## src/rtl/xte_pkg.sv

```systemverilog
// Shared types, constants and byte-mapping functions of the XML text escaper.
package xte_pkg;

   localparam int unsigned QUEUE_DEPTH = 2;
   localparam int unsigned RUN_IDX_W = 3;

   // Escape class of one request byte
   typedef enum logic [2:0] {
      CLS_PASS,
      CLS_LT,
      CLS_GT,
      CLS_AMP,
      CLS_CTRL
   } cls_type;

   // One classified request, as held in the queue
   typedef struct packed {
      cls_type    cls;
      logic [7:0] text_byte;
   } entry_type;

   localparam logic [7:0] CH_AMP  = 8'h26;
   localparam logic [7:0] CH_HASH = 8'h23;
   localparam logic [7:0] CH_SEMI = 8'h3b;
   localparam logic [7:0] CH_LT   = 8'h3c;
   localparam logic [7:0] CH_GT   = 8'h3e;
   localparam logic [7:0] CH_DEL  = 8'h7f;
   localparam logic [7:0] CH_L    = 8'h6c;
   localparam logic [7:0] CH_G    = 8'h67;
   localparam logic [7:0] CH_T    = 8'h74;
   localparam logic [7:0] CH_A    = 8'h61;
   localparam logic [7:0] CH_M    = 8'h6d;
   localparam logic [7:0] CH_P    = 8'h70;
   localparam logic [7:0] CH_0    = 8'h30;

   localparam logic [RUN_IDX_W-1:0] IDX_0 = 3'd0;
   localparam logic [RUN_IDX_W-1:0] IDX_1 = 3'd1;
   localparam logic [RUN_IDX_W-1:0] IDX_2 = 3'd2;
   localparam logic [RUN_IDX_W-1:0] IDX_3 = 3'd3;

   // Number of response bytes a class expands to
   function automatic logic [RUN_IDX_W-1:0] run_len(input cls_type cls);
      logic [RUN_IDX_W-1:0] len;
      case (cls)
         CLS_LT:   len = 3'd4;
         CLS_GT:   len = 3'd4;
         CLS_AMP:  len = 3'd5;
         CLS_CTRL: len = 3'd5;
         default:  len = 3'd1;
      endcase
      return len;
   endfunction

   // Lower-case hex digit of one nibble
   function automatic logic [7:0] hex_digit(input logic [3:0] nib);
      logic [7:0] ch;
      if (nib < 4'd10) begin
         ch = CH_0 + {4'd0, nib};
      end else begin
         ch = CH_A + {4'd0, nib} - 8'd10;
      end
      return ch;
   endfunction

   // Byte at position idx of the escaped run
   function automatic logic [7:0] run_char(input cls_type cls, input logic [7:0] b,
                                           input logic [RUN_IDX_W-1:0] idx);
      logic [7:0] ch;
      ch = CH_SEMI;
      if (cls == CLS_PASS) begin
         ch = b;
      end else if (idx == IDX_0) begin
         ch = CH_AMP;
      end else begin
         case (cls)
            CLS_LT: begin
               if (idx == IDX_1) ch = CH_L;
               else if (idx == IDX_2) ch = CH_T;
            end
            CLS_GT: begin
               if (idx == IDX_1) ch = CH_G;
               else if (idx == IDX_2) ch = CH_T;
            end
            CLS_AMP: begin
               if (idx == IDX_1) ch = CH_A;
               else if (idx == IDX_2) ch = CH_M;
               else if (idx == IDX_3) ch = CH_P;
            end
            CLS_CTRL: begin
               if (idx == IDX_1) ch = CH_HASH;
               else if (idx == IDX_2) ch = hex_digit(b[7:4]);
               else if (idx == IDX_3) ch = hex_digit(b[3:0]);
            end
            default: ch = CH_SEMI;
         endcase
      end
      return ch;
   endfunction

endpackage

```

## src/rtl/xte_if.sv

```systemverilog
// Valid/ready channel interfaces for requests and escaped response bytes.
interface xte_req_if;
   logic       valid;
   logic       ready;
   logic [7:0] text_byte;

   modport source (output valid, output text_byte, input ready);
   modport sink (input valid, input text_byte, output ready);
endinterface

interface xte_rsp_if;
   logic       valid;
   logic       ready;
   logic [7:0] out_byte;
   logic       run_end;

   modport source (output valid, output out_byte, output run_end, input ready);
   modport sink (input valid, input out_byte, input run_end, output ready);
endinterface

```

## src/rtl/xml_text_escape_encoder_core.sv

```systemverilog
// Top level of the XML text escaper: front end, request queue and back end.
// Usage:
//   req_ch carries one raw text byte per request (valid/ready).
//   rsp_ch carries the escaped bytes, one per transfer, run_end high on the
//   last byte of each request's run. '<', '>' and '&' become named entities,
//   bytes 0..31 and 127 become "&#hh;" with lower-case hex, all others pass.
// Path: a request passes the classify register, then the queue, then the
//   output register before its first response byte is valid.
// Throughput: one response byte per cycle while rsp_ch.ready is high, set by
//   the back end's single output register; a pass-through request yields one
//   byte, an entity request four or five. Requests keep being accepted while a
//   run is emitted until the queue (QueueDepth entries) and front register
//   fill.
// Reset: synchronous, clears the queue, the run counter and all valid flags;
//   the data registers and the queue storage are not cleared.
// Stall: when rsp_ch.ready is low the output byte holds, the back end stops,
//   and back pressure reaches req_ch.ready once the queue and front register are full.
module xml_text_escape_encoder_core #(
   parameter int unsigned QueueDepth = xte_pkg::QUEUE_DEPTH
) (
   input  logic        clock,
   input  logic        reset,
   xte_req_if.sink     req_ch,
   xte_rsp_if.source   rsp_ch
);
   import xte_pkg::*;

   localparam int unsigned LevelW = $clog2(QueueDepth + 1);

   logic                 push_valid;
   entry_type            push_entry;
   logic                 push_ready;
   logic                 head_valid;
   entry_type            head_entry;
   logic                 head_pop;
   logic [LevelW-1:0]    q_level;
   logic [RUN_IDX_W-1:0] run_idx;

   xte_front u_front (
      .clock      (clock),
      .reset      (reset),
      .req_ch     (req_ch),
      .push_valid (push_valid),
      .push_entry (push_entry),
      .push_ready (push_ready)
   );

   xte_queue #(
      .Depth (QueueDepth)
   ) u_queue (
      .clock      (clock),
      .reset      (reset),
      .push_valid (push_valid),
      .push_entry (push_entry),
      .push_ready (push_ready),
      .pop_valid  (head_valid),
      .pop_entry  (head_entry),
      .pop        (head_pop),
      .level      (q_level)
   );

   xte_back u_back (
      .clock      (clock),
      .reset      (reset),
      .head_valid (head_valid),
      .head_entry (head_entry),
      .head_pop   (head_pop),
      .rsp_ch     (rsp_ch),
      .run_idx    (run_idx)
   );

   // Queue never holds more than its depth
   assert property (@(posedge clock) disable iff (reset)
      q_level <= LevelW'(QueueDepth))
      else $error("request queue overflow");

   // A byte inside a run leaves the run counter mid-run
   assert property (@(posedge clock) disable iff (reset)
      rsp_ch.valid && !rsp_ch.run_end |-> run_idx != '0)
      else $error("run counter out of step with non-final byte");

   // The last byte of a run leaves the run counter at its start
   assert property (@(posedge clock) disable iff (reset)
      rsp_ch.valid && rsp_ch.run_end |-> run_idx == '0)
      else $error("run counter not rewound after final byte");

   // A run is never popped while the output holds a byte unaccepted
   assert property (@(posedge clock) disable iff (reset)
      rsp_ch.valid && !rsp_ch.ready |-> !head_pop)
      else $error("queue popped under output stall");

endmodule

```

## src/rtl/xte_front.sv

```systemverilog
// Front end: accepts requests and classifies each byte into its escape class.
module xte_front (
   input  logic                clock,
   input  logic                reset,
   xte_req_if.sink             req_ch,
   output logic                push_valid,
   output xte_pkg::entry_type  push_entry,
   input  logic                push_ready
);
   import xte_pkg::*;

   logic      valid_ff;
   logic      valid_in;
   entry_type entry_ff;
   entry_type entry_in;
   cls_type   cls;
   logic      take;

   // Classify the incoming byte
   always_comb begin
      case (req_ch.text_byte)
         CH_LT:   cls = CLS_LT;
         CH_GT:   cls = CLS_GT;
         CH_AMP:  cls = CLS_AMP;
         default: begin
            if (req_ch.text_byte inside {[8'h00:8'h1f], CH_DEL}) cls = CLS_CTRL;
            else cls = CLS_PASS;
         end
      endcase
   end

   // Accept when the stage is empty or drains this cycle
   assign req_ch.ready = !valid_ff || push_ready;
   assign take         = req_ch.valid && req_ch.ready;

   always_comb begin
      valid_in = valid_ff;
      entry_in = entry_ff;
      if (take) begin
         valid_in           = 1'b1;
         entry_in.cls       = cls;
         entry_in.text_byte = req_ch.text_byte;
      end else if (push_ready) begin
         valid_in = 1'b0;
      end
   end

   always_ff @(posedge clock) begin
      if (reset) begin
         valid_ff <= 1'b0;
      end else begin
         valid_ff <= valid_in;
      end
      entry_ff <= entry_in;
   end

   assign push_valid = valid_ff;
   assign push_entry = entry_ff;

endmodule

```

## src/rtl/xte_queue.sv

```systemverilog
// Short queue of classified requests between the front and back ends.
module xte_queue #(
   parameter int unsigned Depth = xte_pkg::QUEUE_DEPTH
) (
   input  logic                       clock,
   input  logic                       reset,
   input  logic                       push_valid,
   input  xte_pkg::entry_type         push_entry,
   output logic                       push_ready,
   output logic                       pop_valid,
   output xte_pkg::entry_type         pop_entry,
   input  logic                       pop,
   output logic [$clog2(Depth+1)-1:0] level
);
   import xte_pkg::*;

   localparam int unsigned PtrW = (Depth > 1) ? $clog2(Depth) : 1;
   localparam int unsigned CntW = $clog2(Depth + 1);
   localparam logic [PtrW-1:0] LastPtr = PtrW'(Depth - 1);
   localparam logic [CntW-1:0] Full = CntW'(Depth);

   entry_type       mem_ff [Depth];
   logic [PtrW-1:0] wr_ptr_ff;
   logic [PtrW-1:0] wr_ptr_in;
   logic [PtrW-1:0] rd_ptr_ff;
   logic [PtrW-1:0] rd_ptr_in;
   logic [CntW-1:0] count_ff;
   logic [CntW-1:0] count_in;
   logic            do_push;
   logic            do_pop;

   assign push_ready = count_ff != Full;
   assign pop_valid  = count_ff != '0;
   assign pop_entry  = mem_ff[rd_ptr_ff];
   assign level      = count_ff;
   assign do_push    = push_valid && push_ready;
   assign do_pop     = pop && pop_valid;

   // Advance pointers and occupancy
   always_comb begin
      wr_ptr_in = wr_ptr_ff;
      rd_ptr_in = rd_ptr_ff;
      count_in  = count_ff;
      if (do_push) begin
         wr_ptr_in = (wr_ptr_ff == LastPtr) ? '0 : wr_ptr_ff + 1'b1;
      end
      if (do_pop) begin
         rd_ptr_in = (rd_ptr_ff == LastPtr) ? '0 : rd_ptr_ff + 1'b1;
      end
      if (do_push && !do_pop) begin
         count_in = count_ff + 1'b1;
      end else if (do_pop && !do_push) begin
         count_in = count_ff - 1'b1;
      end
   end

   always_ff @(posedge clock) begin
      if (reset) begin
         wr_ptr_ff <= '0;
         rd_ptr_ff <= '0;
         count_ff  <= '0;
      end else begin
         wr_ptr_ff <= wr_ptr_in;
         rd_ptr_ff <= rd_ptr_in;
         count_ff  <= count_in;
      end
   end

   // Write storage
   always_ff @(posedge clock) begin
      if (do_push) begin
         mem_ff[wr_ptr_ff] <= push_entry;
      end
   end

endmodule

```

## src/rtl/xte_back.sv

```systemverilog
// Back end: expands each queued request into its run of response bytes.
module xte_back (
   input  logic                               clock,
   input  logic                               reset,
   input  logic                               head_valid,
   input  xte_pkg::entry_type                 head_entry,
   output logic                               head_pop,
   xte_rsp_if.source                          rsp_ch,
   output logic [xte_pkg::RUN_IDX_W-1:0]      run_idx
);
   import xte_pkg::*;

   logic                 rsp_valid_ff;
   logic                 rsp_valid_in;
   logic [7:0]           out_byte_ff;
   logic [7:0]           out_byte_in;
   logic                 run_end_ff;
   logic                 run_end_in;
   logic [RUN_IDX_W-1:0] idx_ff;
   logic [RUN_IDX_W-1:0] idx_in;
   logic [RUN_IDX_W-1:0] len;
   logic                 load;
   logic                 last;

   assign len  = run_len(head_entry.cls);
   assign last = idx_ff == (len - 1'b1);
   assign load = head_valid && (!rsp_valid_ff || rsp_ch.ready);

   // Load the next byte of the current run into the output register
   always_comb begin
      rsp_valid_in = rsp_valid_ff;
      out_byte_in  = out_byte_ff;
      run_end_in   = run_end_ff;
      idx_in       = idx_ff;
      head_pop     = 1'b0;
      if (load) begin
         rsp_valid_in = 1'b1;
         out_byte_in  = run_char(head_entry.cls, head_entry.text_byte, idx_ff);
         run_end_in   = last;
         if (last) begin
            idx_in   = '0;
            head_pop = 1'b1;
         end else begin
            idx_in = idx_ff + 1'b1;
         end
      end else if (rsp_ch.ready) begin
         rsp_valid_in = 1'b0;
      end
   end

   always_ff @(posedge clock) begin
      if (reset) begin
         rsp_valid_ff <= 1'b0;
         idx_ff       <= '0;
      end else begin
         rsp_valid_ff <= rsp_valid_in;
         idx_ff       <= idx_in;
      end
      out_byte_ff <= out_byte_in;
      run_end_ff  <= run_end_in;
   end

   assign rsp_ch.valid    = rsp_valid_ff;
   assign rsp_ch.out_byte = out_byte_ff;
   assign rsp_ch.run_end  = run_end_ff;
   assign run_idx         = idx_ff;

endmodule

```

## src/flat_wrapper.sv

```systemverilog
// flat-port wrapper written by rule: the top's interface ports become plain ports
module xml_text_escape_encoder_core_flat import xte_pkg::*;
#(
   parameter int unsigned QueueDepth = xte_pkg::QUEUE_DEPTH
)
  (clock, reset, req_ch_valid, req_ch_text_byte, req_ch_ready, rsp_ch_valid, rsp_ch_out_byte, rsp_ch_run_end, rsp_ch_ready);
  xte_req_if req_ch_i ();
  xte_rsp_if rsp_ch_i ();
  input  logic clock;
  input  logic reset;
  input wire logic [$bits(req_ch_i.valid)-1:0] req_ch_valid;
  input wire logic [$bits(req_ch_i.text_byte)-1:0] req_ch_text_byte;
  output wire logic [$bits(req_ch_i.ready)-1:0] req_ch_ready;
  output wire logic [$bits(rsp_ch_i.valid)-1:0] rsp_ch_valid;
  output wire logic [$bits(rsp_ch_i.out_byte)-1:0] rsp_ch_out_byte;
  output wire logic [$bits(rsp_ch_i.run_end)-1:0] rsp_ch_run_end;
  input wire logic [$bits(rsp_ch_i.ready)-1:0] rsp_ch_ready;
  assign req_ch_i.valid = req_ch_valid;
  assign req_ch_i.text_byte = req_ch_text_byte;
  assign req_ch_ready = req_ch_i.ready;
  assign rsp_ch_valid = rsp_ch_i.valid;
  assign rsp_ch_out_byte = rsp_ch_i.out_byte;
  assign rsp_ch_run_end = rsp_ch_i.run_end;
  assign rsp_ch_i.ready = rsp_ch_ready;
  xml_text_escape_encoder_core #(.QueueDepth(QueueDepth)) u_core (.clock(clock), .reset(reset), .req_ch(req_ch_i), .rsp_ch(rsp_ch_i));
endmodule
```

## config.mk

```make
export PLATFORM = sky130hd
export DESIGN_NAME = xml_text_escape_encoder_core_flat
export DESIGN_NICKNAME = d
export VERILOG_FILES = /design/src/rtl/xte_pkg.sv /design/src/rtl/xte_if.sv /design/src/rtl/xml_text_escape_encoder_core.sv /design/src/rtl/xte_front.sv /design/src/rtl/xte_queue.sv /design/src/rtl/xte_back.sv /design/src/flat_wrapper.sv
export SDC_FILE = /design/constraint.sdc
export NUM_CORES = 1
export LEC_CHECK = 0
export CORE_ASPECT_RATIO = 0.7
export CORE_MARGIN = 2
export CORE_UTILIZATION = 64
export DETAILED_ROUTE_END_ITERATION = 10
export DONT_BUFFER_PORTS = 1
export PLACE_DENSITY = 0.81
export SYNTH_ARGS = -nofsm -noshare
export SYNTH_HDL_FRONTEND = slang
export SYNTH_SLANG_ARGS = --single-unit
```

## constraint.sdc

```tcl
create_clock -name clock -period 3.51 [get_ports clock]
set_input_delay 0.702 -clock clock [delete_from_list [all_inputs] [get_ports clock]]
set_output_delay 0.702 -clock clock [all_outputs]
set_load 0.01 [all_outputs]
```

==> Word-level counts from Yosys, hierarchy flattened <==
Memories as Yosys holds them, arrays and structs flattened. A register that Yosys moved wholly into a read port is not among the register bits.
Cells that the tools add are included.
{ "totals": {"romBits": 0, "word_cells": 94, "mem_count": 1, "latch_bits": 0, "in_bits": 12, "ramBits": 22, "regBits": 29, "output_inout_bits": 11} }
{ "op_classes": {"mux": 32, "addsub": 12, "multipliers": 0, "n_reduce_logical": 22, "eq_ne": 13, "div": 0, "n_shift": 0, "n_bitwise": 0, "order_cmp": 4} }
{ "mem_list": {"columns": ["memory", "depth", "width", "rd", "rd_ports_with_merged_regs", "write_ports", "line_no", "rtl"], "rows": [
  ["u_core.u_queue.mem_ff", 2, 11, 1, 1, 1, "xte_queue.sv:22", "entry_type mem_ff [Depth];"]
]} }
{ "op_table": {"columns": ["cell", "count"], "rows": [
  ["8-bit 2-to-1 mux", 7],
  ["7-bit 2-to-1 mux", 6],
  ["8-bit case mux with 4 select lines", 1],
  ["8-bit by 6-bit == test with 1-bit output (second input constant)", 3],
  ["7-bit by 4-bit adder with 8-bit output (first input constant)", 2],
  ["8-bit by 4-bit subtractor with 8-bit output (second input constant)", 2],
  ["6-bit by 4-bit adder with 7-bit output (first input constant)", 2],
  ["3-bit by 2-bit == test with 1-bit output (second input constant)", 4],
  ["1-bit 2-to-1 mux", 12],
  ["2-bit nonzero test", 5],
  ["3-bit case mux with 3 select lines", 1],
  ["8-bit by 7-bit == test with 1-bit output (second input constant)", 1],
  ["8-bit by 1-bit greater-or-equal comparator with 1-bit output (second input constant)", 1],
  ["8-bit by 5-bit less-or-equal comparator with 1-bit output (second input constant)", 1],
  ["4-bit < comparator (second input constant)", 2],
  ["1-bit logical AND", 7],
  ["3-bit by 1-bit == test with 1-bit output (second input constant)", 2],
  ["3-bit logical NOT", 2],
  ["3-bit 2-to-1 mux", 2],
  ["3-bit case mux with 2 select lines", 1],
  ["1-bit logical NOT", 4],
  ["2-bit 2-to-1 mux", 2],
  ["2-bit OR reduction", 2],
  ["3-bit by 1-bit adder with 3-bit output (second input constant)", 1],
  ["other kinds (8)", 10]
]} }

==> Depth between registers and ports, before layout <==
{ "depth": {"word_depth": 11, "depth_mapped": 11, "mapped_depth_nobuf": 9} }

==> Cells and area by module <==
From an unflattened synthesis, not the netlist that was laid out.
{ "unflattened": {"hier_cells": 228, "area_unflattened_um2": 2635.0} }
{ "modules_own_cells": {"columns": ["module", "area_each_um2", "cells_each", "instances", "seq_area_each_um2"], "rows": [
  ["xte_back", 1159.9, 144, 1, 350.3],
  ["xte_queue", 1012.2, 58, 1, 760.7],
  ["xte_front", 462.9, 26, 1, 350.3]
]} }

==> Worst setup path before layout <==
No wires, ideal clock.
{ "synth_path": {"path_type": "register to register", "from": "mem u_core.u_queue.mem_ff[1][8] (netlist name)", "to": "reg u_core.u_queue.count_ff[1], in the netlist u_core.u_queue.level[1]", "arrival_ps": 2265, "period_less_slack_ps": 2335, "n_path_buf": 0, "path_stages_with_launch": 9, "required_time_ps": 3440, "path_slack_ps": 1175, "cell_sequence": "edfxtp_1 > or2_2 > o22ai_1 > o2111ai_1 > nand2_1 > nand2_1 > ha_1 > or3_1 > a21oi_1"} }
{ "synth_rtl": {"columns": ["item", "line_no", "rtl"], "rows": [
  ["from (decl)", "xte_queue.sv:22", null],
  ["to (signal assigned)", "xte_queue.sv:65", "count_ff <= count_in;"],
  ["to (decl)", "xte_queue.sv:27", "logic [CntW-1:0] count_ff;"]
]} }

==> impl_metrics.py <==
metrics = {
    "cts": {
        "root_buffer": "clkbuf_8",
        "cts.hold.buffers_added": 0,
        "h-tree-depth": 2,
        "clock_latency_ns": 0.31,
        "numCtsBuffers": 5,
        "max-clock-path-buffers": 2,
        "postCtsSetupRepairBufs": 0,
        "cts_tree": "yes",
        "ctsResizeCount": 0,
        "cts.reportedPaths.clkPinSlew_ns": 0.09,
        "clock_sinks": 52,
    },
    "detailed_routing": {
        "viasPerCell": 6.492,
        "drtPass1Iterations": 5,
        "drt_iter0_markers": 204,
        "vias": 1941,
        "ant_nets": 0,
        "route.detailed.drc": 0,
        "wl_per_cell_um": 16.90,
        "wirelength_mm": 5.052,
    },
    "sta": {
        "finalSetupTns_ns": 0,
        "rsz0062_at_grt": "no",
        "hold_viol_final": 0,
        "finalSetupViolCount": 0,
        "finalClockSkew_ns": 0.01004,
        "layout_min_cycle_time_ns": 2.861,
        "fmax_mhz": 349.5,
        "max-slew-margin-rel_pct": 41.48,
        "finalMaxSlewViolations": 0,
        "fin_crit_sh_pct": 81.51,
        "worst_pin_slew_ns": 0.8745,
    },
    "global_route": {
        "grt.overflow.total": 0,
        "grt_usage_pct": 23.50,
        "grt_pass1_wl_mm": 8.286,
        "grt_pass1_vias": 1699,
        "grt_max_degree": 22,
        "antenna_found_initial": 0,
    },
    "pwr": {
        "combPwrFrac_pct": 33.8,
        "leakagePower_nw": 0.9327,
        "switching_share_pct": 37.54,
        "p_seq_share_pct": 48.5,
        "p_per_area_nw_per_um2": 684.3,
        "switchingPower_uw": 721.3,
        "power.share.clock_pct": 17.7,
        "intPower_mw": 1.200,
        "ir_worst_vdd_mv": 0.4222,
    },
    "placement": {
        "dpl.cell_count": 291,
        "hpwl_mm": 3.674,
        "numPortBuffers": 0,
        "place_congestion": 0.8849,
    },
    "layout": {
        "drive_gt1_share_pct": 6.478,
        "diodes": 0,
        "areaGrowthSynthToFinish_pct": 4.713,
        "nets": 266,
        "mostFrequentLayoutCells": "42 x edfxtp_1, 24 x nor2_1, 22 x nand2_1, 17 x a21oi_1",
        "final_cells": 299,
        "layout_commonest_cell": "edfxtp_1",
    },
    "yosys": {
        "syn-cell-area_um2": 2681,
        "synth_cell_types": 53,
        "synthArstFlopShare_pct": 0,
        "ys_warn_count": 0,
        "synth_area_leader_cell": "edfxtp_1",
        "synth_edf_count": 42,
        "avgSynthCellArea_um2": 11.03,
        "syn_nets": 263,
        "ys.flop_type": "edfxtp_1",
        "synthDominantCellAreaShare_pct": 47.04,
        "ys_top_cells_by_area": "edfxtp_1 47%, dfxtp_1 7.5%, ha_1 3.7%",
        "synth_seq_cells": 52,
        "synthCells": 243,
        "ys_seq_area_share_pct": 54.50,
    },
    "floorplan": {
        "die_h_um": 58.16,
        "die_x_um": 81.37,
        "die-area_um2": 4732,
        "start_util_pct": 67.54,
        "core_area_um2": 3970,
        "ios": 23,
        "rows": 19,
    },
    "worst_setup_path": {
        "worst-path-max-fanout": 21,
        "crit_required_ns": 3.75,
        "worstSetupPathType": "register to register",
        "crit_arrival_ns": 3.10,
        "cp-end-kind": "register",
        "cp-start-kind": "register",
    },
    "run": {
        "cap_violations": 0,
    },
    "worst_hold_path": {
        "hold_path.class": "input port to register",
    },
    "run_status": {
        "status": "finished, final reports clean",
    },
}
-- sequential cells by signal (all words and copies together), names as in the netlist, named ones only --
| name | flops |
|---|---|
| u_core.u_queue.mem_ff | 22 |
| u_core.u_front.push_entry | 11 |
| u_core.u_back.rsp_ch.out_byte | 8 |
| u_core.u_back.run_idx | 3 |
| u_core.u_queue.level | 2 |
| u_core.u_back.rsp_ch.run_end | 1 |
| u_core.u_back.rsp_ch.valid | 1 |
| u_core.u_front.push_valid | 1 |
| u_core.u_queue.rd_ptr_ff | 1 |
| u_core.u_queue.wr_ptr_ff | 1 |
-- power groups by stage --
stage / logic [mW] / registers [mW] / clock network, mW
after floorplan: 0.509 / 0.917 / 0
after global placement: 0.613 / 0.939 / 0
after detailed placement: 0.620 / 0.946 / 0
after CTS: 0.629 / 0.932 / 0.345
after global routing: 0.712 / 0.953 / 0.366
final: 0.649 / 0.933 / 0.340
-- through the flow --
stage | total power [mW] | hold slack (ns) | cell area (um^2) | utilization, % | setup WS [ns]
4_1_cts | 1.906 | 0.4448 | 2808 | 70.72 | 0.7143
5_1_grt | 2.032 | 0.4346 | 2808 | 70.72 | 0.4714
6_report | 1.921 | 0.4521 | 2808 | 70.72 | 0.6490
3_3_place_gp | 1.552 | 0.4251 | 2719 | 68.48 | 0.8591
2_1_floorplan | 1.426 | 0.4215 | 2681 | - | 1.175
3_5_place_dp | 1.565 | 0.4343 | 2719 | 68.48 | 0.7635
-- layer usage --
layer | wire (um) | global-route usage [%] | vias up | part of all wire (%)
met4 | 85 | 7.748 | 0 | 1.7
met1 | 2434 | 35.99 | 900 | 48
li1 | - | - | 933 | -
met5 | 0 | 0 | - | 0
met2 | 2125 | 32.08 | 98 | 42
met3 | 407 | 6.698 | 10 | 8.1
-- logic make-up (layout without fill, tap and decap cells) --
logic type	count (synthesis)	in the layout	synth area share, %
AOI/OAI and AO/OA	67	67	17.22
xor gates and xnor gates	5	5	1.634
adders and majority gates	8	8	3.733
buffers and inverters	12	16	2.287
DFF	52	52	54.50
muxes	12	12	4.760
and+or+nand+nor	87	87	15.87
-- cell type report --
type	count	area (um^2)
Fill cell	281	1162
Inverter	7	26.28
Multi-Input combinational cell	179	1159
Tap cell	52	65.06
Timing Repair Buffer	1	7.507
Clock buffer	6	72.57
Sequential cell	52	1461
Clock inverter	2	16.27
-- path summary, 6_finish.rpt --
path         depth (start not counted)                                   start                                endpoint  slack (ns)
max                                  9                                register    u_core.u_queue.level[1]$_SDFFE_PP0P_        0.65
max reg2reg                          9                                register    u_core.u_queue.level[1]$_SDFFE_PP0P_        0.65
min                                  1                                   reset  u_core.u_front.push_valid$_SDFFE_PP0P_        0.45
min reg2reg                          0  u_core.u_front.push_entry[3]$_DFFE_PP_   u_core.u_queue.mem_ff[0][3]$_DFFE_PP_        0.45
-- synthesized netlist by cell type (2+ instances only) --
cell type / count
inv_1: 7
nand3_1: 5
nor2b_1: 4
o31ai_1: 2
a22oi_1: 3
xnor2_1: 2
buf_6: 2
o32a_1: 2
mux2i_1: 8
a21oi_1: 17
a31oi_1: 3
edfxtp_1: 42
nor3_1: 4
and2_1: 3
a211oi_1: 2
or2_2: 2
o22ai_1: 5
and3_1: 3
or3_1: 6
o21ai_0: 10
dfxtp_1: 10
nand2b_1: 8
mux2_2: 3
clkbuf_1: 2
o211ai_1: 4
a21o_1: 2
o32ai_1: 3
ha_1: 8
xor2_1: 3
nor2_1: 24
nand2_1: 22
-- worst max-delay path, cell delays in order (launching register included) --
cell      delay (ns)
dfxtp_1         0.50
buf_4           0.33
mux2i_2         0.39
a211oi_1        0.16
a221oi_2        0.34
nand2_1         0.18
nand2_1         0.11
ha_1            0.26
or3_1           0.39
a21oi_1         0.14
Note: power is estimated with default switching activity, not from simulation.
